### src/fpwc_pkg.sv
// ----------------------------------------------------------------------------
// fpwc_pkg
// shared constants, codes and types of the fat partition window checker
// ----------------------------------------------------------------------------
`default_nettype none

package fpwc_pkg;

  localparam int unsigned SECTOR_BYTES = 512;
  localparam int unsigned POS_W        = $clog2(SECTOR_BYTES);
  localparam int unsigned IN_DATA_W    = 72;
  localparam int unsigned OUT_DATA_W   = 104;

  // command and reply kinds
  localparam logic CMD_SECTOR_BYTE = 1'b0;
  localparam logic CMD_ACCESS      = 1'b1;
  localparam logic REPLY_DETECT    = 1'b0;
  localparam logic REPLY_ACCESS    = 1'b1;

  // configuration register indexes
  localparam logic CFG_CARD_BLOCKS = 1'b0;
  localparam logic CFG_FORMAT_MODE = 1'b1;

  // status codes
  localparam logic STATUS_OK    = 1'b0;
  localparam logic STATUS_ERROR = 1'b1;

  // sector 0 constants
  localparam logic [7:0] SIG_LOW     = 8'h55;
  localparam logic [7:0] SIG_HIGH    = 8'hAA;
  localparam logic [7:0] OP_JMP_SHORT = 8'hEB;
  localparam logic [7:0] OP_NOP       = 8'h90;
  localparam logic [7:0] OP_JMP_NEAR  = 8'hE9;
  localparam int unsigned ENTRY0_OFFSET = 446;
  localparam int unsigned ENTRY0_TYPE   = ENTRY0_OFFSET + 4;
  localparam int unsigned ENTRY0_LBA    = ENTRY0_OFFSET + 8;
  localparam logic [31:0] LBA_MAX = 32'hFFFF_FFFF;

  typedef enum logic [1:0] {
    LAYOUT_NONE  = 2'd0,
    LAYOUT_WHOLE = 2'd1,
    LAYOUT_MBR   = 2'd2
  } layout_t;

  typedef struct packed {
    layout_t     layout;
    logic [31:0] start;
    logic [31:0] size;
  } det_result_t;

  function automatic logic fat_type(input logic [7:0] t);
    return (t == 8'h01) || (t == 8'h04) || (t == 8'h06) ||
           (t == 8'h0B) || (t == 8'h0C) || (t == 8'h0E);
  endfunction

endpackage

`default_nettype wire

### src/fpwc_detect.sv
// ----------------------------------------------------------------------------
// fpwc_detect
// captures the fields of sector 0 and decides the partition window
// ----------------------------------------------------------------------------
`default_nettype none

module fpwc_detect (
  input  wire logic                 clk,
  input  wire logic                 rst,
  input  wire logic                 en,
  input  wire logic [7:0]           byte_value,
  input  wire logic                 last_byte,
  input  wire logic [31:0]          card_blocks,
  input  wire logic                 format_mode,
  output fpwc_pkg::det_result_t     result
);

  logic [fpwc_pkg::POS_W-1:0] byte_position;
  // boot bytes 0..23 at 0..23, bytes 32..39 at 24..31
  logic [7:0] boot [32];
  logic [7:0] entry_lba [8];
  logic [7:0] entry_type;
  logic [7:0] sig_low;

  logic        full_sector;
  logic [15:0] bytes_per_sector, reserved, fat16_size, total16;
  logic [31:0] fat32_size, total32, first, size, room;
  logic [7:0]  spc, nf;
  logic        boot_ok, bpb_ok, mbr_ok;

  always_ff @(posedge clk) begin
    if (rst) begin
      byte_position <= '0;
    end else if (en) begin
      if (last_byte || byte_position == fpwc_pkg::POS_W'(fpwc_pkg::SECTOR_BYTES - 1)) begin
        byte_position <= '0;
      end else begin
        byte_position <= byte_position + 1'b1;
      end
    end
  end

  always_ff @(posedge clk) begin
    if (en) begin
      if (byte_position < fpwc_pkg::POS_W'(24)) begin
        boot[byte_position[4:0]] <= byte_value;
      end
      if (byte_position >= fpwc_pkg::POS_W'(32) && byte_position < fpwc_pkg::POS_W'(40)) begin
        boot[{2'b11, byte_position[2:0]}] <= byte_value;
      end
      if (byte_position >= fpwc_pkg::POS_W'(fpwc_pkg::ENTRY0_LBA) &&
          byte_position < fpwc_pkg::POS_W'(fpwc_pkg::ENTRY0_LBA + 8)) begin
        entry_lba[3'(byte_position - fpwc_pkg::POS_W'(fpwc_pkg::ENTRY0_LBA))] <= byte_value;
      end
      if (byte_position == fpwc_pkg::POS_W'(fpwc_pkg::ENTRY0_TYPE)) begin
        entry_type <= byte_value;
      end
      if (byte_position == fpwc_pkg::POS_W'(fpwc_pkg::SECTOR_BYTES - 2)) begin
        sig_low <= byte_value;
      end
    end
  end

  assign full_sector = byte_position == fpwc_pkg::POS_W'(fpwc_pkg::SECTOR_BYTES - 1);

  assign bytes_per_sector = {boot[12], boot[11]};
  assign reserved         = {boot[15], boot[14]};
  assign total16          = {boot[20], boot[19]};
  assign fat16_size       = {boot[23], boot[22]};
  assign total32          = {boot[27], boot[26], boot[25], boot[24]};
  assign fat32_size       = {boot[31], boot[30], boot[29], boot[28]};
  assign spc              = boot[13];
  assign nf               = boot[16];
  assign first = {entry_lba[3], entry_lba[2], entry_lba[1], entry_lba[0]};
  assign size  = {entry_lba[7], entry_lba[6], entry_lba[5], entry_lba[4]};
  assign room  = card_blocks - first;

  assign boot_ok = (boot[0] == fpwc_pkg::OP_JMP_SHORT && boot[2] == fpwc_pkg::OP_NOP) ||
                   boot[0] == fpwc_pkg::OP_JMP_NEAR;
  assign bpb_ok  = bytes_per_sector == 16'(fpwc_pkg::SECTOR_BYTES) &&
                   spc != 8'd0 && (spc & (spc - 8'd1)) == 8'd0 &&
                   reserved != 16'd0 && (nf == 8'd1 || nf == 8'd2) &&
                   !(fat16_size == 16'd0 && fat32_size == 32'd0) &&
                   !(total16 == 16'd0 && total32 == 32'd0);
  assign mbr_ok  = fpwc_pkg::fat_type(entry_type) && first != 32'd0 && size != 32'd0 &&
                   first < card_blocks && size <= room;

  always_comb begin
    result.layout = fpwc_pkg::LAYOUT_NONE;
    result.start  = '0;
    result.size   = '0;
    priority if (format_mode) begin
      result.size = card_blocks;
      if (card_blocks != 32'd0) begin
        result.layout = fpwc_pkg::LAYOUT_WHOLE;
      end
    end else if (!full_sector || card_blocks == 32'd0 ||
                 sig_low != fpwc_pkg::SIG_LOW || byte_value != fpwc_pkg::SIG_HIGH) begin
      result.layout = fpwc_pkg::LAYOUT_NONE;
    end else if (boot_ok && bpb_ok) begin
      result.layout = fpwc_pkg::LAYOUT_WHOLE;
      result.size   = card_blocks;
    end else if (mbr_ok) begin
      result.layout = fpwc_pkg::LAYOUT_MBR;
      result.start  = first;
      result.size   = size;
    end else begin
      result.layout = fpwc_pkg::LAYOUT_NONE;
    end
  end

endmodule

`default_nettype wire

### src/fat_partition_window_checker_top.sv
// an accepted item passes the input register and then the result register on its way to the master side
// throughput: one item per cycle while the master side does not stall, sector bytes and access checks alike
// an input register and a result register bound one pass of compare logic
// sector bytes other than the last give no result item
// rst clears the byte position, the window, the configuration and both valids
`default_nettype none

// ----------------------------------------------------------------------------
// fat_partition_window_checker_top
// fat layout detection from sector 0 and bounds check of accesses to the window
// ----------------------------------------------------------------------------
module fat_partition_window_checker_top (
  input  wire logic                              clk,
  input  wire logic                              rst,
  input  wire logic                              cfg_valid,
  output logic                                   cfg_ready,
  input  wire logic                              cfg_index,
  input  wire logic [31:0]                       cfg_data,
  input  wire logic                              s_tvalid,
  output logic                                   s_tready,
  // byte_value, logical_sector, sector_count
  input  wire logic [fpwc_pkg::IN_DATA_W-1:0]    s_tdata,
  // command
  input  wire logic                              s_tuser,
  input  wire logic                              s_tlast,
  output logic                                   m_tvalid,
  input  wire logic                              m_tready,
  // status, layout, window_start, window_blocks, physical_lba, zero fill
  output logic [fpwc_pkg::OUT_DATA_W-1:0]        m_tdata,
  // reply_kind
  output logic                                   m_tuser
);

  logic [31:0] card_blocks;
  logic        format_mode;

  logic        in_valid, in_cmd, in_last;
  logic [7:0]  in_byte;
  logic [31:0] in_logical, in_count;

  logic [31:0] partition_start, partition_size;

  logic        out_kind, out_status;
  logic [1:0]  out_layout;
  logic [31:0] out_start, out_size, out_lba;

  logic advance, work, det_en, det_done;
  fpwc_pkg::det_result_t det;
  logic        acc_ok;
  logic [31:0] acc_room;
  fpwc_pkg::layout_t acc_layout;

  // nothing is taken while in reset
  assign cfg_ready = !rst;

  always_ff @(posedge clk) begin
    if (rst) begin
      card_blocks <= '0;
      format_mode <= 1'b0;
    end else if (cfg_valid) begin
      unique case (cfg_index)
        fpwc_pkg::CFG_CARD_BLOCKS: card_blocks <= cfg_data;
        fpwc_pkg::CFG_FORMAT_MODE: format_mode <= cfg_data[0];
      endcase
    end
  end

  assign advance  = !m_tvalid || m_tready;
  assign s_tready = !rst && (!in_valid || advance);
  assign work     = in_valid && advance;
  assign det_en   = work && in_cmd == fpwc_pkg::CMD_SECTOR_BYTE;
  assign det_done = det_en && in_last;

  always_ff @(posedge clk) begin
    if (rst) begin
      in_valid <= 1'b0;
    end else if (s_tvalid && s_tready) begin
      in_valid <= 1'b1;
    end else if (advance) begin
      in_valid <= 1'b0;
    end
  end

  always_ff @(posedge clk) begin
    if (s_tvalid && s_tready) begin
      in_cmd     <= s_tuser;
      in_last    <= s_tlast;
      in_byte    <= s_tdata[7:0];
      in_logical <= s_tdata[39:8];
      in_count   <= s_tdata[71:40];
    end
  end

  fpwc_detect u_detect (
    .clk         (clk),
    .rst         (rst),
    .en          (det_en),
    .byte_value  (in_byte),
    .last_byte   (in_last),
    .card_blocks (card_blocks),
    .format_mode (format_mode),
    .result      (det)
  );

  always_ff @(posedge clk) begin
    if (rst) begin
      partition_start <= '0;
      partition_size  <= '0;
    end else if (det_done) begin
      partition_start <= det.start;
      partition_size  <= det.size;
    end
  end

  // overflow-safe window check
  assign acc_room = partition_size - in_logical;
  assign acc_ok   = in_count != 32'd0 && in_logical < partition_size &&
                    in_count <= acc_room && in_logical <= (fpwc_pkg::LBA_MAX - partition_start);

  always_comb begin
    if (partition_size == 32'd0) begin
      acc_layout = fpwc_pkg::LAYOUT_NONE;
    end else if (partition_start == 32'd0) begin
      acc_layout = fpwc_pkg::LAYOUT_WHOLE;
    end else begin
      acc_layout = fpwc_pkg::LAYOUT_MBR;
    end
  end

  always_ff @(posedge clk) begin
    if (rst) begin
      m_tvalid <= 1'b0;
    end else if (advance) begin
      m_tvalid <= in_valid && (in_cmd == fpwc_pkg::CMD_ACCESS || in_last);
    end
  end

  always_ff @(posedge clk) begin
    if (work) begin
      if (in_cmd == fpwc_pkg::CMD_ACCESS) begin
        out_kind   <= fpwc_pkg::REPLY_ACCESS;
        out_status <= acc_ok ? fpwc_pkg::STATUS_OK : fpwc_pkg::STATUS_ERROR;
        out_layout <= acc_layout;
        out_start  <= partition_start;
        out_size   <= partition_size;
        out_lba    <= acc_ok ? partition_start + in_logical : 32'd0;
      end else begin
        out_kind   <= fpwc_pkg::REPLY_DETECT;
        out_status <= (det.layout == fpwc_pkg::LAYOUT_NONE) ? fpwc_pkg::STATUS_ERROR
                                                            : fpwc_pkg::STATUS_OK;
        out_layout <= det.layout;
        out_start  <= det.start;
        out_size   <= det.size;
        out_lba    <= 32'd0;
      end
    end
  end

  assign m_tuser = out_kind;
  assign m_tdata = {5'd0, out_lba, out_size, out_start, out_layout, out_status};

endmodule

`default_nettype wire

### config.mk
export PLATFORM = sky130hd
export DESIGN_NAME = fat_partition_window_checker_top
export DESIGN_NICKNAME = d
export VERILOG_FILES = /design/src/fpwc_pkg.sv /design/src/fpwc_detect.sv /design/src/fat_partition_window_checker_top.sv
export SDC_FILE = /design/constraint.sdc
export NUM_CORES = 1
export LEC_CHECK = 0
export BUFFER_PORTS_ARGS = -buffer_cell sky130_fd_sc_hd__buf_2
export CAP_MARGIN = 20
export CORE_MARGIN = 2
export CORE_UTILIZATION = 43
export CTS_BUF_LIST = sky130_fd_sc_hd__clkbuf_8
export CTS_CLUSTER_SIZE = 25
export DETAILED_ROUTE_END_ITERATION = 10
export GPL_ROUTABILITY_DRIVEN = 0
export PLACE_DENSITY = 0.61
export SETUP_SLACK_MARGIN = 0.02
export SLEW_MARGIN = 0
export SYNTH_ARGS = -nofsm -noshare
export SYNTH_HDL_FRONTEND = slang
export SYNTH_SLANG_ARGS = --single-unit
### constraint.sdc
create_clock -name clk -period 7.7 [get_ports clk]
set_clock_uncertainty 0.15 [all_clocks]
set_input_delay 0.385 -clock clk [delete_from_list [all_inputs] [get_ports clk]]
set_output_delay 0.385 -clock clk [all_outputs]
set_load 0.1 [all_outputs]
==> PnR_summary.wiki, run 1 <==
{| class="wikitable"
! Metric !! Value
|-
| Fmax || 153 MHz
|-
| Synthesized cell area || 25,100 um^2
|-
| Tightest slew margin relative to the limit || 29.4%
|-
| Total Power Consumption || 6.25 mW
|-
| Wire length reported by the detailed router || roughly 73,000 um
|-
| Sequential area share after synthesis || 58.3%
|-
| Num CTS Buffers || 88
|-
| Hold-critical path depth || 3
|-
| Number of synthesized register bits || roughly 520
|-
| Data arrival at the endpoint of the critical path || approximately 6.9 ns
|-
| Post-cts sizing count || 0
|-
| I/O pins || 220
|-
| Worst Max-Slew Pin Slew || 1.05 ns
|-
| Post-synth EDFFs || about 410
|-
| Via count of the first global-routing pass || 18,500
|-
| Placed cell area || around 27,000 um^2
|-
| Minimum clock period after layout || 6.54 ns
|-
| Fraction of registers with async set or reset after synthesis || 0%
|-
| Number of remaining DRC errors || 0
|-
| Die outline area || 60,200 um^2
|-
| Fraction of power consumed by the clock network || 39.4%
|-
| RSZ-0062 raised after global routing || no
|-
| Leak Pwr || around 12 nW
|-
| Post-layout instance area || 29,900 um^2
|-
| Count of clock tree sinks || ~520
|-
| CP delay by family, top || compound AO/OA/AOI/OAI gates
|-
| Share of the synthesized area in the top cell type || 49.6%
|-
| Library cell used as clock root buffer || clkbuf_8
|-
| Worst Hold Endpoint || card_blocks[26]$_SDFFE_PP0P_
|-
| Crit share post-route || 85.0%
|-
| Critical path class || reg2reg
|-
| Area occupied by multi-input gates || 9640 um^2
|-
| Sw Ratio || 25.8%
|-
| IR drop worst, VDD || 0.167 mV
|-
| Number of flip-flops under the largest register name || between 150 and 200
|-
| Ys Warns || 0
|-
| Placement Rows || 88
|-
| Post-layout worst setup margin || 1.16 ns
|-
| Via count || about 19,000
|-
| Number of detailed-routing iterations run before antenna repair || 7
|-
| Startpoint type of the worst setup path || flip-flop
|-
| Reg2reg end || out_lba[28]$_SDFFCE_PN0P_
|-
| Nature of the critical path endpoint || flip-flop
|-
| Clock-pin slew reported for the worst setup and hold paths after clock tree synthesis || 0.06 ns
|-
| Maximum fanout along the worst path || 25
|-
| Detailed-route vias per instance || 5.66
|-
| Worst slack after detailed placement || 1.14 ns
|-
| Top_reg_cell synth || edfxtp_1
|-
| Post-synthesis to final-layout area growth || 19.4%
|-
| Antenna-violating nets left || 0
|-
| Critical Path Max Stage Delay || about 0.81 ns
|-
| Register share of total power || between 50% and 60%
|-
| FF-to-FF path depth || 19
|-
| Placed wire-length estimate || 52,400 um
|-
| Post-CTS Repair Setup Buffers || 0
|-
| Worst-skew pair later-pin latency || 0.69 ns
|-
| Startpoint of the lowest-slack register-to-register path || in_logical[9]$_DFFE_PP_
|-
| Library cell occupying the most area in the post-synthesis netlist || edfxtp_1
|-
| Combinational Power Share || 10.3%
|-
| Standard cell core area || ~58,000 um^2
|-
| Initial antenna violation count || 2
|-
| Share of layout cells above drive strength 1 || 14.6%
|-
| Routed wire per std cell || 22.0 um
|-
| Final Util || between 50% and 60%
|-
| Maximum root-to-sink buffer count || 3
|-
| Internal power contribution || about 4.6 mW
|-
| Wire length of the first global-routing pass || ~110,000 um
|-
| Area contributors post-synth || edfxtp_1 (50%), dfxtp_1 (8.6%), ha_1 (8.3%)
|-
| Effective utilization at floorplan || 43.4%
|-
| CTS H-tree depth || 3
|-
| R2R Setup Slk || ~1.2 ns
|-
| Count of final setup violators || 0
|-
| Hold Fails Final Rpt || 0
|-
| Die outline width || between 200 and 250 um
|-
| Final max-slew violation count || 0
|-
| CTS tree || built
|-
| Sequential standard cell area || approximately 15,000 um^2
|-
| Y dimension of the die || 245 um
|-
| Run status || finished clean
|-
| P_sw || 1.61 mW
|-
| Number of max-cap violations || 0
|-
| Total global-route track usage || between 20% and 30%
|-
| Buffering stage count on the worst path with inverters included || 2
|-
| Hold Crit Start || rst
|-
| Fin Setup TNS || 0 ns
|-
| Endpoint required time on the critical path || 8.00 ns
|-
| Remaining global-route overflow || 0
|-
| Iteration-0 DRC count of the detailed router || about 1,500
|-
| NumNets Final || around 2,800
|-
| Port buffer count || 214
|-
| Post-synthesis area per instance || 11.9 um^2
|-
| Unique masters post-synth || 69
|-
| Count of filler cells inserted in the layout || 5,022
|-
| Type of the tightest min-delay check || in2reg
|-
| CP Cell Sequence || inv_1, ha_1, a21oi_1, a2111oi_0, a211o_1, a32o_1, o21a_1, a221o_1, a21boi_0, o21ai_0, xnor2_1, ha_1, nand4_1, nor4_1, nand4_1, a221oi_1, nand2_1, buf_16, a2111oi_0
|-
| Library cell contributing the largest single delay on the critical path || nor4_1
|-
| Cell count after synthesis || 2,113
|-
| Maximum number of pins on one net before global-route repair || just under 80
|-
| Power density over cell area || 209 nW/um^2
|}
[through the flow]
stage	std cells	hold slack [ns]
after floorplan	2117	0.274
after global placement	3053	0.341
after detailed placement	3056	0.337
after CTS	3330	0.0822
after global routing	3332	0.119
final	3334	0.125
[cells in the final DEF (no fill, tap or decap), types with 10 or more instances in the layout]
cell type and instances:
nand4_1 55, nand2b_1 17, xnor2_1 45, and2_1 14, nor2_1 100, o21ai_0 88, dlygate4sd3_1 112, nand2_1 143
nor4_1 94, ha_1 166, o21bai_1 13, dfxtp_1 108, nor3_1 36, o21a_1 26, inv_1 175, buf_2 214
a22o_1 64, buf_4 26, xor2_1 43, a22oi_1 32, clkbuf_8 98, clkinv_1 10, edfxtp_1 414, nor2b_1 16
mux2i_1 32, a21oi_1 179, nand3_1 21, a21o_1 62, and3_1 19
[cell families (layout without fill, tap and decap cells)]
logic type	count (synthesis)	after routing	share of synthesized area, %
AOI/OAI and AO/OA	537	537	14.0
xor gates and xnor gates	88	88	3.08
DFF	522	522	58.3
adders and majority gates	169	169	8.53
buffers and inverters	205	654	3.39
and+or+nand+nor	559	559	11.5
other	1	8	0.0150
muxes	32	32	1.28
[worst max-delay path by stage]
stage / from / endpoint / slack, ns / cells past startpoint
3_3_place_gp: in_logical[11]$_DFFE_PP_ / out_lba[28]$_SDFFCE_PN0P_ / 0.69 / 18
6_report: in_logical[9]$_DFFE_PP_ / out_lba[28]$_SDFFCE_PN0P_ / 1.16 / 19
3_5_place_dp: in_logical[9]$_DFFE_PP_ / out_lba[28]$_SDFFCE_PN0P_ / 1.14 / 19
2_1_floorplan: m_tvalid$_SDFFE_PP0N_ / in_byte[0]$_DFFE_PP_ / 2.75 / 3
5_1_grt: in_logical[9]$_DFFE_PP_ / out_lba[28]$_SDFFCE_PN0P_ / 0.72 / 19
4_1_cts: in_logical[9]$_DFFE_PP_ / out_lba[28]$_SDFFCE_PN0P_ / 1.11 / 19
[worst reg2reg max path: cells and delay by family (launching register included)]
kind                       cells  cell delay, ns
buffers and inverters          2            0.33
AOI/OAI and AO/OA             10            2.96
xor gates and xnor gates       1            0.18
DFF                            1            0.41
and+or+nand+nor                4            1.59
adders and majority gates      2            0.68
[layer usage]
layer | global-route usage, % | share of wire [%]
met1 | 31.7 | 43
met2 | 40.2 | 47
met4 | 8.36 | 3.4
met5 | 0 | 0
met3 | 4.08 | 6.5
[cells in the mapped netlist, types with 16 or more instances]
cell type,n
mux2i_1,32
o21a_1,26
nor4_1,94
clkbuf_1,48
and2_1,16
o21ai_0,88
ha_1,166
xor2_1,43
nor2_1,101
nand2_1,143
nor3_1,36
a22o_1,64
a21oi_1,179
a21o_1,62
nand4_1,55
inv_1,137
xnor2_1,45
nand2b_1,17
nand3_1,21
a22oi_1,32
dfxtp_1,108
and3_1,19
edfxtp_1,414
nor2b_1,18
[final cells by class]
class	instances	share of cell area, %
clock inverter	64	1.36
antenna	3	0.0251
sequential	522	48.8
tap	765	3.20
inverter	137	1.73
multi-input combinational	1390	32.2
timing repair buffer	355	8.19
clock buffer	98	4.51
[power groups by stage]
stage / clock [mW] / sequential (mW) / combinational (mW)
5_1_grt: 2.64 / 3.14 / 0.692
6_report: 2.46 / 3.14 / 0.645
3_5_place_dp: 0 / 3.20 / 0.595
3_3_place_gp: 0 / 3.20 / 0.585
4_1_cts: 2.51 / 3.14 / 0.642
2_1_floorplan: 0 / 3.34 / 0.276
[what timing repair did]
item	CTS	global route
hold buffers	112	0
endpoints found under the setup margin	0	0
endpoints found under the hold margin	109	0
Note: power is estimated with default switching activity, not from simulation.
==> run 2, diff against run 1 <==
==> constraint.sdc (replaced) <==
create_clock -name clk -period 6.5 [get_ports clk]
set_clock_uncertainty 0.15 [all_clocks]
set_input_delay 0.325 -clock clk [delete_from_list [all_inputs] [get_ports clk]]
set_output_delay 0.325 -clock clk [all_outputs]
set_load 0.1 [all_outputs]
==> run 2 against run 1 <==
- register-to-register slack worse by 0.72 ns
- power up 17%
- flip-flop and latch count unchanged
- routed wire length up 0.48%
- critical path depth unchanged
- largest power group unchanged
- core utilization down 0.13 points
- sequential share of layout area up 0.12 points
- combinational power up 19%
- final cell count about the same
==> PnR_summary.wiki, run 2 (synthesis results as in run 1) <==
{| class="wikitable"
! Metric !! Value
|-
| Count of final setup violators || 0 (unchanged)
|-
| Register share of total power || 50.8% (+0.5 points)
|-
| Fin Setup TNS || 0 ns (unchanged)
|-
| Post-synthesis to final-layout area growth || 19.1%
|-
| Post-CTS Repair Setup Buffers || 0 (unchanged)
|-
| Critical path class || reg2reg
|-
| Count of clock tree sinks || 522 (unchanged)
|-
| Num CTS Buffers || 86 (-2.3%)
|-
| Die outline width || 245 um (unchanged)
|-
| CTS H-tree depth || 3 (unchanged)
|-
| Fmax || 165 MHz (+7.9%)
|-
| Worst slack after detailed placement || -0.167 ns (-1.30 ns)
|-
| Maximum root-to-sink buffer count || 3 (unchanged)
|-
| Hold-critical path depth || 3 (unchanged)
|-
| Buffering stage count on the worst path with inverters included || 2 (unchanged)
|-
| Crit share post-route || 93.3% (+8.3 points)
|-
| Combinational Power Share || 10.5% (+0.2 points)
|-
| Number of flip-flops under the largest register name || 160 (unchanged)
|-
| Placed wire-length estimate || 52,300 um (about the same)
|-
| Hold Fails Final Rpt || 0 (unchanged)
|-
| FF-to-FF path depth || 19 (unchanged)
|-
| Post-layout instance area || 29,800 um^2 (-0.26%)
|-
| Highest-count cells in the layout ignoring fill and taps || edfxtp_1 (414), buf_2 (215), a21oi_1 (178)
|-
| NumNets Final || 2,772 (-0.11%)
|-
| Via count || 18,800 (-0.24%)
|-
| Maximum fanout along the worst path || 19 (-24%)
|-
| Run status || finished clean
|-
| Y dimension of the die || 245 um (unchanged)
|-
| Standard cell core area || 57,700 um^2 (unchanged)
|-
| Library cell contributing the largest single delay on the critical path || nor4_2
|-
| Total global-route track usage || 24.2% (+0.12 points)
|-
| Post-layout worst setup margin || 0.437 ns (-0.718 ns)
|-
| Effective utilization at floorplan || 43.4% (unchanged)
|-
| Routed wire per std cell || 22.2 um (+0.57%)
|-
| Share of layout cells above drive strength 1 || 14.7% (+0.16 points)
|-
| Maximum number of pins on one net before global-route repair || 67 (-13%)
|-
| Power density over cell area || 245 nW/um^2 (+17%)
|-
| CP delay by family, top || compound AO/OA/AOI/OAI gates
|-
| Data arrival at the endpoint of the critical path || 6.42 ns (-0.43 ns)
|-
| Placement Rows || 88 (unchanged)
|-
| Via count of the first global-routing pass || 18,500 (-0.37%)
|-
| Most frequent standard cell in the layout excluding fill and tap cells || edfxtp_1
|-
| Minimum clock period after layout || 6.06 ns (-0.482 ns)
|-
| P_sw || 1.89 mW (+17%)
|-
| Number of detailed-routing iterations run before antenna repair || 8 (+1)
|-
| Placed cell area || 27,000 um^2 (-0.20%)
|-
| Iteration-0 DRC count of the detailed router || 1,541 (+1.0%)
|-
| Number of max-cap violations || 0 (unchanged)
|-
| Worst Hold Endpoint || card_blocks[24]$_SDFFE_PP0P_
|-
| Area occupied by multi-input gates || 9660 um^2 (+0.26%)
|-
| Wire length of the first global-routing pass || 110,000 um (+0.44%)
|-
| Endpoint required time on the critical path || 6.86 ns (-1.14 ns)
|-
| RSZ-0062 raised after global routing || no
|-
| Sw Ratio || 25.9% (about the same)
|-
| Port buffer count || 214 (unchanged)
|-
| Clock-pin slew reported for the worst setup and hold paths after clock tree synthesis || 0.06 ns (about the same)
|-
| Number of remaining DRC errors || 0 (unchanged)
|-
| Met3 track utilization from global routing || 3.48% (-0.60 points)
|-
| Library cell used as clock root buffer || clkbuf_8
|-
| Remaining global-route overflow || 0 (unchanged)
|-
| Final max-slew violation count || 0 (unchanged)
|-
| Startpoint type of the worst setup path || flip-flop
|-
| Sequential standard cell area || 14,600 um^2 (unchanged)
|-
| IR drop worst, VDD || 0.181 mV (+8.0%)
|-
| Worst Max-Slew Pin Slew || 1.16 ns (+0.107 ns)
|-
| Wire length reported by the detailed router || 73,800 um (+0.48%)
|-
| Antenna-violating nets left || 0 (unchanged)
|-
| Tightest slew margin relative to the limit || 22.2% (-7.2 points)
|-
| Most congested layer reported by global routing || met2
|-
| Startpoint of the lowest-slack register-to-register path || in_logical[9]$_DFFE_PP_
|-
| Type of the tightest min-delay check || in2reg
|-
| Worst-skew pair later-pin latency || 0.68 ns (about the same)
|-
| Leak Pwr || 11.9 nW (-0.20%)
|-
| Hold Crit Start || rst
|-
| Critical Path Max Stage Delay || 0.58 ns (-0.23 ns)
|-
| Nature of the critical path endpoint || flip-flop
|-
| Initial antenna violation count || 1 (-1)
|-
| Die outline area || 60,200 um^2 (unchanged)
|-
| CTS tree || built
|-
| I/O pins || 220 (unchanged)
|-
| R2R Setup Slk || 0.44 ns (-0.72 ns)
|-
| CP Cell Sequence || inv_1, ha_1, a21oi_1, a2111oi_0, a211o_1, a32o_1, o21a_1, a221o_1, a21boi_1, o21ai_0, xnor2_1, ha_1, nand4_1, nor4_2, nand4_1, a221oi_2, nand2_2, buf_4, nor3_1
|-
| Count of filler cells inserted in the layout || 5,051 (+0.58%)
|-
| Fraction of power consumed by the clock network || 38.7% (-0.7 points)
|-
| Reg2reg end || out_lba[2]$_SDFFCE_PN0P_
|-
| Internal power contribution || 5.43 mW (+17%)
|-
| Detailed-route vias per instance || 5.66 (-0.15%)
|-
| GRT met2 Usage || 40.2% (about the same)
|-
| Met1 track demand over resource || 31.9% (+0.20 points)
|}
-- run 2: repair_timing --
item / 4_1_cts / 5_1_grt
hold buffers: 112 / 0
endpoints found under the hold margin: 120 / 0
pin swaps: 0 / 1
setup endpoints to repair: 21 / 27
resized for setup: 1 / 6
-- run 2: worst min-delay path, cell delays in order --
cell,delay [ns]
buf_2,0.10
buf_4,0.28
a21oi_1,0.18
-- run 2: final cells by class --
class,instances,area share [%]
sequential,522,48.9
antenna,1,0.00839
clock inverter,62,1.12
timing repair buffer,354,8.04
tap,765,3.21
clock buffer,100,4.61
multi-input combinational,1390,32.4
inverter,137,1.73
-- run 2: power groups by stage --
stage          logic, mW  clock network (mW)  registers (mW)
4_1_cts            0.761                2.89            3.72
5_1_grt            0.824                3.04            3.72
2_1_floorplan      0.327                   0            3.95
3_3_place_gp       0.694                   0            3.79
6_report           0.767                2.83            3.72
3_5_place_dp       0.705                   0            3.79
-- run 2: metal layers --
metal	wire length, um	vias up	share of wire [%]
met5	0	-	0
met1	31600	9163	43
met2	35200	711	48
met4	2640	0	3.6
li1	-	8806	-
met3	4340	160	5.9
-- run 2: metrics by stage --
step           hold slack (ns)  std cells  utilization, %  power, mW
2_1_floorplan            0.274       2117               -       4.28
3_3_place_gp             0.337       3054            46.7       4.48
3_5_place_dp             0.338       3054            46.7       4.49
4_1_cts                 0.0504       3328            51.7       7.37
5_1_grt                 0.0873       3330            51.7       7.59
6_report                0.0953       3331            51.7       7.32
-- run 2: worst max-delay path by stage --
stage | from | to | slack [ns] | cells after the start
2_1_floorplan | m_tvalid$_SDFFE_PP0N_ | in_byte[0]$_DFFE_PP_ | 1.55 | 3
3_3_place_gp | in_logical[0]$_DFFE_PP_ | out_lba[2]$_SDFFCE_PN0P_ | 0.01 | 20
3_5_place_dp | in_logical[9]$_DFFE_PP_ | out_lba[2]$_SDFFCE_PN0P_ | -0.17 | 19
4_1_cts | in_logical[9]$_DFFE_PP_ | out_lba[2]$_SDFFCE_PN0P_ | 0.08 | 19
5_1_grt | partition_size[0]$_SDFFE_PP0P_ | out_lba[2]$_SDFFCE_PN0P_ | 0.15 | 24
6_report | in_logical[9]$_DFFE_PP_ | out_lba[2]$_SDFFCE_PN0P_ | 0.44 | 19
==> run 3, diff against run 2 <==
--- a/config.mk
+++ b/config.mk
@@ -8,12 +8,12 @@
 export BUFFER_PORTS_ARGS = -buffer_cell sky130_fd_sc_hd__buf_2
 export CAP_MARGIN = 20
 export CORE_MARGIN = 2
-export CORE_UTILIZATION = 43
+export CORE_UTILIZATION = 60
 export CTS_BUF_LIST = sky130_fd_sc_hd__clkbuf_8
 export CTS_CLUSTER_SIZE = 25
 export DETAILED_ROUTE_END_ITERATION = 10
 export GPL_ROUTABILITY_DRIVEN = 0
-export PLACE_DENSITY = 0.61
+export PLACE_DENSITY = 0.8
 export SETUP_SLACK_MARGIN = 0.02
 export SLEW_MARGIN = 0
 export SYNTH_ARGS = -nofsm -noshare
==> run 3 against run 2 <==
- the run now ends with DRC left
- critical path depth is 3 higher
- core utilization grew 20 points
- clock power decreased by 2%
- count of clock-buffer cells in the layout fell by 6
- sequential share of layout area increased by 0.63 points
- global-route usage up 8.1 points
- setup slack improved by 0.0099 ns
- via count grew 4.2%
- cell area down 1.3%
- final cell count is 7.4% lower
- register-to-register slack hardly changed
- largest cell class unchanged
==> PnR_summary.wiki, run 3 (synthesis results as in run 1) <==
{| class="wikitable"
! Metric !! Value
|-
| Run status || finished, violations left
|-
| Violated checks || DRC
|-
| Worst Hold Endpoint || in_valid$_SDFFE_PP0P_
|-
| Wire length reported by the detailed router || 70,800 um (-4.1%)
|-
| Number of max-cap violations || 0 (unchanged)
|-
| Maximum number of pins on one net before global-route repair || 77 (+15%)
|-
| Antenna-violating nets left || 0 (unchanged)
|-
| Area occupied by multi-input gates || 9660 um^2 (about the same)
|-
| Type of the tightest min-delay check || in2reg
|-
| Startpoint of the lowest-slack register-to-register path || in_logical[9]$_DFFE_PP_
|-
| Endpoint required time on the critical path || 6.85 ns (about the same)
|-
| Number of detailed-routing iterations run before antenna repair || 11 (+3)
|-
| Hold-critical path depth || 2 (-1)
|-
| Via count of the first global-routing pass || 19,300 (+4.4%)
|-
| Num CTS Buffers || 83 (-3.5%)
|-
| Hold Fails Final Rpt || 0 (unchanged)
|-
| Standard cell core area || 41,000 um^2 (-29%)
|-
| Number of remaining DRC errors || 1 (+1)
|-
| Initial antenna violation count || 1 (unchanged)
|-
| Fmax || 165 MHz (+0.16%)
|-
| Iteration-0 DRC count of the detailed router || 2,152 (+40%)
|-
| Nature of the critical path endpoint || flip-flop
|-
| Remaining global-route overflow || 0 (unchanged)
|-
| Maximum root-to-sink buffer count || 3 (unchanged)
|-
| CTS H-tree depth || 3 (unchanged)
|-
| Effective utilization at floorplan || 61.1% (+18 points)
|-
| Port buffer count || 214 (unchanged)
|-
| Fraction of power consumed by the clock network || 38.3% (-0.4 points)
|-
| Most numerous cell on the critical path || a21oi_1
|-
| Highest-count cells in the layout ignoring fill and taps || edfxtp_1 (414), buf_2 (215), a21oi_1 (178)
|-
| Worst Max-Slew Pin Slew || 1.02 ns (-0.136 ns)
|-
| Count of clock tree sinks || 522 (unchanged)
|-
| Maximum fanout along the worst path || 20 (+1)
|-
| Die outline width || 208 um (-15%)
|-
| Leak Pwr || 11.8 nW (-0.72%)
|-
| Reg2reg end || out_lba[7]$_SDFFCE_PN0P_
|-
| Count of final setup violators || 0 (unchanged)
|-
| Power density over cell area || 247 nW/um^2 (+0.54%)
|-
| FF-to-FF path depth || 22 (+3)
|-
| Via count || 19,600 (+4.2%)
|-
| Clock-pin slew reported for the worst setup and hold paths after clock tree synthesis || 0.06 ns (about the same)
|-
| CP delay by family, top || compound AO/OA/AOI/OAI gates
|-
| Critical path class || reg2reg
|-
| Placement Rows || 74 (-16%)
|-
| Crit share post-route || 93.1% (-0.15 points)
|-
| Minimum clock period after layout || 6.05 ns (-0.00989 ns)
|-
| Fin Setup TNS || 0 ns (unchanged)
|-
| Number of flip-flops under the largest register name || 160 (unchanged)
|-
| R2R Setup Slk || 0.45 ns (about the same)
|-
| Hold Crit Start || rst
|-
| Total global-route track usage || 32.3% (+8.1 points)
|-
| Routed wire per std cell || 23.0 um (+3.6%)
|-
| Library cell contributing the largest single delay on the critical path || edfxtp_1
|-
| IR drop worst, VDD || 0.248 mV (+37%)
|-
| Buffering stage count on the worst path with inverters included || 2 (unchanged)
|-
| CTS tree || built
|-
| Die outline area || 43,400 um^2 (-28%)
|-
| Startpoint type of the worst setup path || flip-flop
|-
| Sw Ratio || 25.8% (-0.058 points)
|-
| NumNets Final || 2,766 (-0.22%)
|-
| Y dimension of the die || 208 um (-15%)
|-
| Internal power contribution || 5.39 mW (-0.65%)
|-
| Combinational Power Share || 10.6% (about the same)
|-
| Register share of total power || 51.2% (+0.4 points)
|-
| Critical Path Max Stage Delay || 0.44 ns (-0.14 ns)
|-
| Placed wire-length estimate || 48,700 um (-6.9%)
|-
| Most frequent standard cell in the layout excluding fill and tap cells || edfxtp_1
|-
| I/O pins || 220 (unchanged)
|-
| Library cell used as clock root buffer || clkbuf_8
|-
| Wire length of the first global-routing pass || 107,000 um (-2.6%)
|-
| Detailed-route vias per instance || 6.36 (+12%)
|-
| CP Cell Sequence || inv_1, ha_1, a21oi_1, a2111oi_0, a211o_1, a32o_1, o21a_1, a221o_1, a21o_1, a21oi_1, xor2_1, ha_1, a21oi_1, nor2_1, a211oi_1, o21ai_0, nor3_1, nand2_1, a221oi_1, nand2_2, buf_4, nor3_1
|-
| Worst Hold Slack || 0.143 ns (+0.0473 ns)
|-
| Post-synthesis to final-layout area growth || 17.6%
|-
| Worst-skew pair later-pin latency || 0.69 ns (about the same)
|-
| P_sw || 1.88 mW (-0.95%)
|-
| Final max-slew violation count || 0 (unchanged)
|-
| Sequential standard cell area || 14,600 um^2 (unchanged)
|-
| Count of filler cells inserted in the layout || 2,728 (-46%)
|-
| RSZ-0062 raised after global routing || no
|-
| Tightest slew margin relative to the limit || 31.4% (+9.2 points)
|-
| Share of layout cells above drive strength 1 || 14.6% (-0.15 points)
|-
| Data arrival at the endpoint of the critical path || 6.40 ns (-0.02 ns)
|}
[run 3: cell count changes in the layout (fill, tap and decap cells not counted), sizes merged]
cell / before / now
clkinv: 15 / 22
clkbuf: 101 / 95
bufinv: 3 / 4
buf: 241 / 238
inv: 180 / 167
[run 3: layer usage]
layer / GRT usage [%] / share of wire (%) / wire length, um
met1: 40.9 / 38 / 27200
met3: 5.95 / 8.9 / 6310
met4: 17.5 / 5.3 / 3740
met2: 52.8 / 47 / 33500
met5: 0 / 0 / 0
[run 3: worst max-delay path by stage]
| stage | from | to | slack [ns] | cells after the start |
|---|---|---|---|---|
| 3_3_place_gp | in_logical[9]$_DFFE_PP_ | out_lba[5]$_SDFFCE_PN0P_ | 0.03 | 19 |
| 4_1_cts | in_logical[9]$_DFFE_PP_ | out_lba[7]$_SDFFCE_PN0P_ | 0.23 | 19 |
| 6_report | in_logical[9]$_DFFE_PP_ | out_lba[7]$_SDFFCE_PN0P_ | 0.45 | 22 |
| 2_1_floorplan | m_tvalid$_SDFFE_PP0N_ | in_byte[0]$_DFFE_PP_ | 1.55 | 3 |
| 3_5_place_dp | in_logical[9]$_DFFE_PP_ | out_lba[7]$_SDFFCE_PN0P_ | 0.04 | 19 |
| 5_1_grt | in_logical[9]$_DFFE_PP_ | out_lba[28]$_SDFFCE_PN0P_ | 0.14 | 21 |
[run 3: layout make-up]
type | instances | share of cell area (%)
diodes | 1 | 0.00849
clock buffers | 94 | 4.39
clock inverters | 57 | 1.19
inverters | 137 | 1.75
multi-input cells | 1390 | 32.8
flip-flops and latches | 522 | 49.5
well taps | 532 | 2.26
repair buffers | 351 | 8.07
[run 3: what timing repair did]
item / 4_1_cts / 5_1_grt
pin swaps: 0 / 0
endpoints found under the setup margin: 5 / 24
hold buffers: 112 / 0
setup buffers: 0 / 0
endpoints found under the hold margin: 109 / 0
gates resized for setup: 1 / 4
cloned: 0 / 0
[run 3: power groups by stage]
stage	combinational [mW]	sequential (mW)	clock (mW)
detailed placement	0.693	3.78	0
global route	0.817	3.72	2.95
floorplan	0.327	3.95	0
global placement	0.678	3.78	0
finish	0.767	3.72	2.78
CTS	0.751	3.71	2.81
[run 3: stage by stage]
step	instances	power, mW	worst slack, ns	utilization, %	cell area (um^2)
floorplan	2117	4.28	1.55	-	25100
global placement	2818	4.46	0.0325	65.0	26700
detailed placement	2819	4.48	0.0415	65.0	26700
CTS	3082	7.28	0.228	71.8	29400
global route	3084	7.48	0.141	71.8	29500
finish	3084	7.27	0.447	71.8	29500
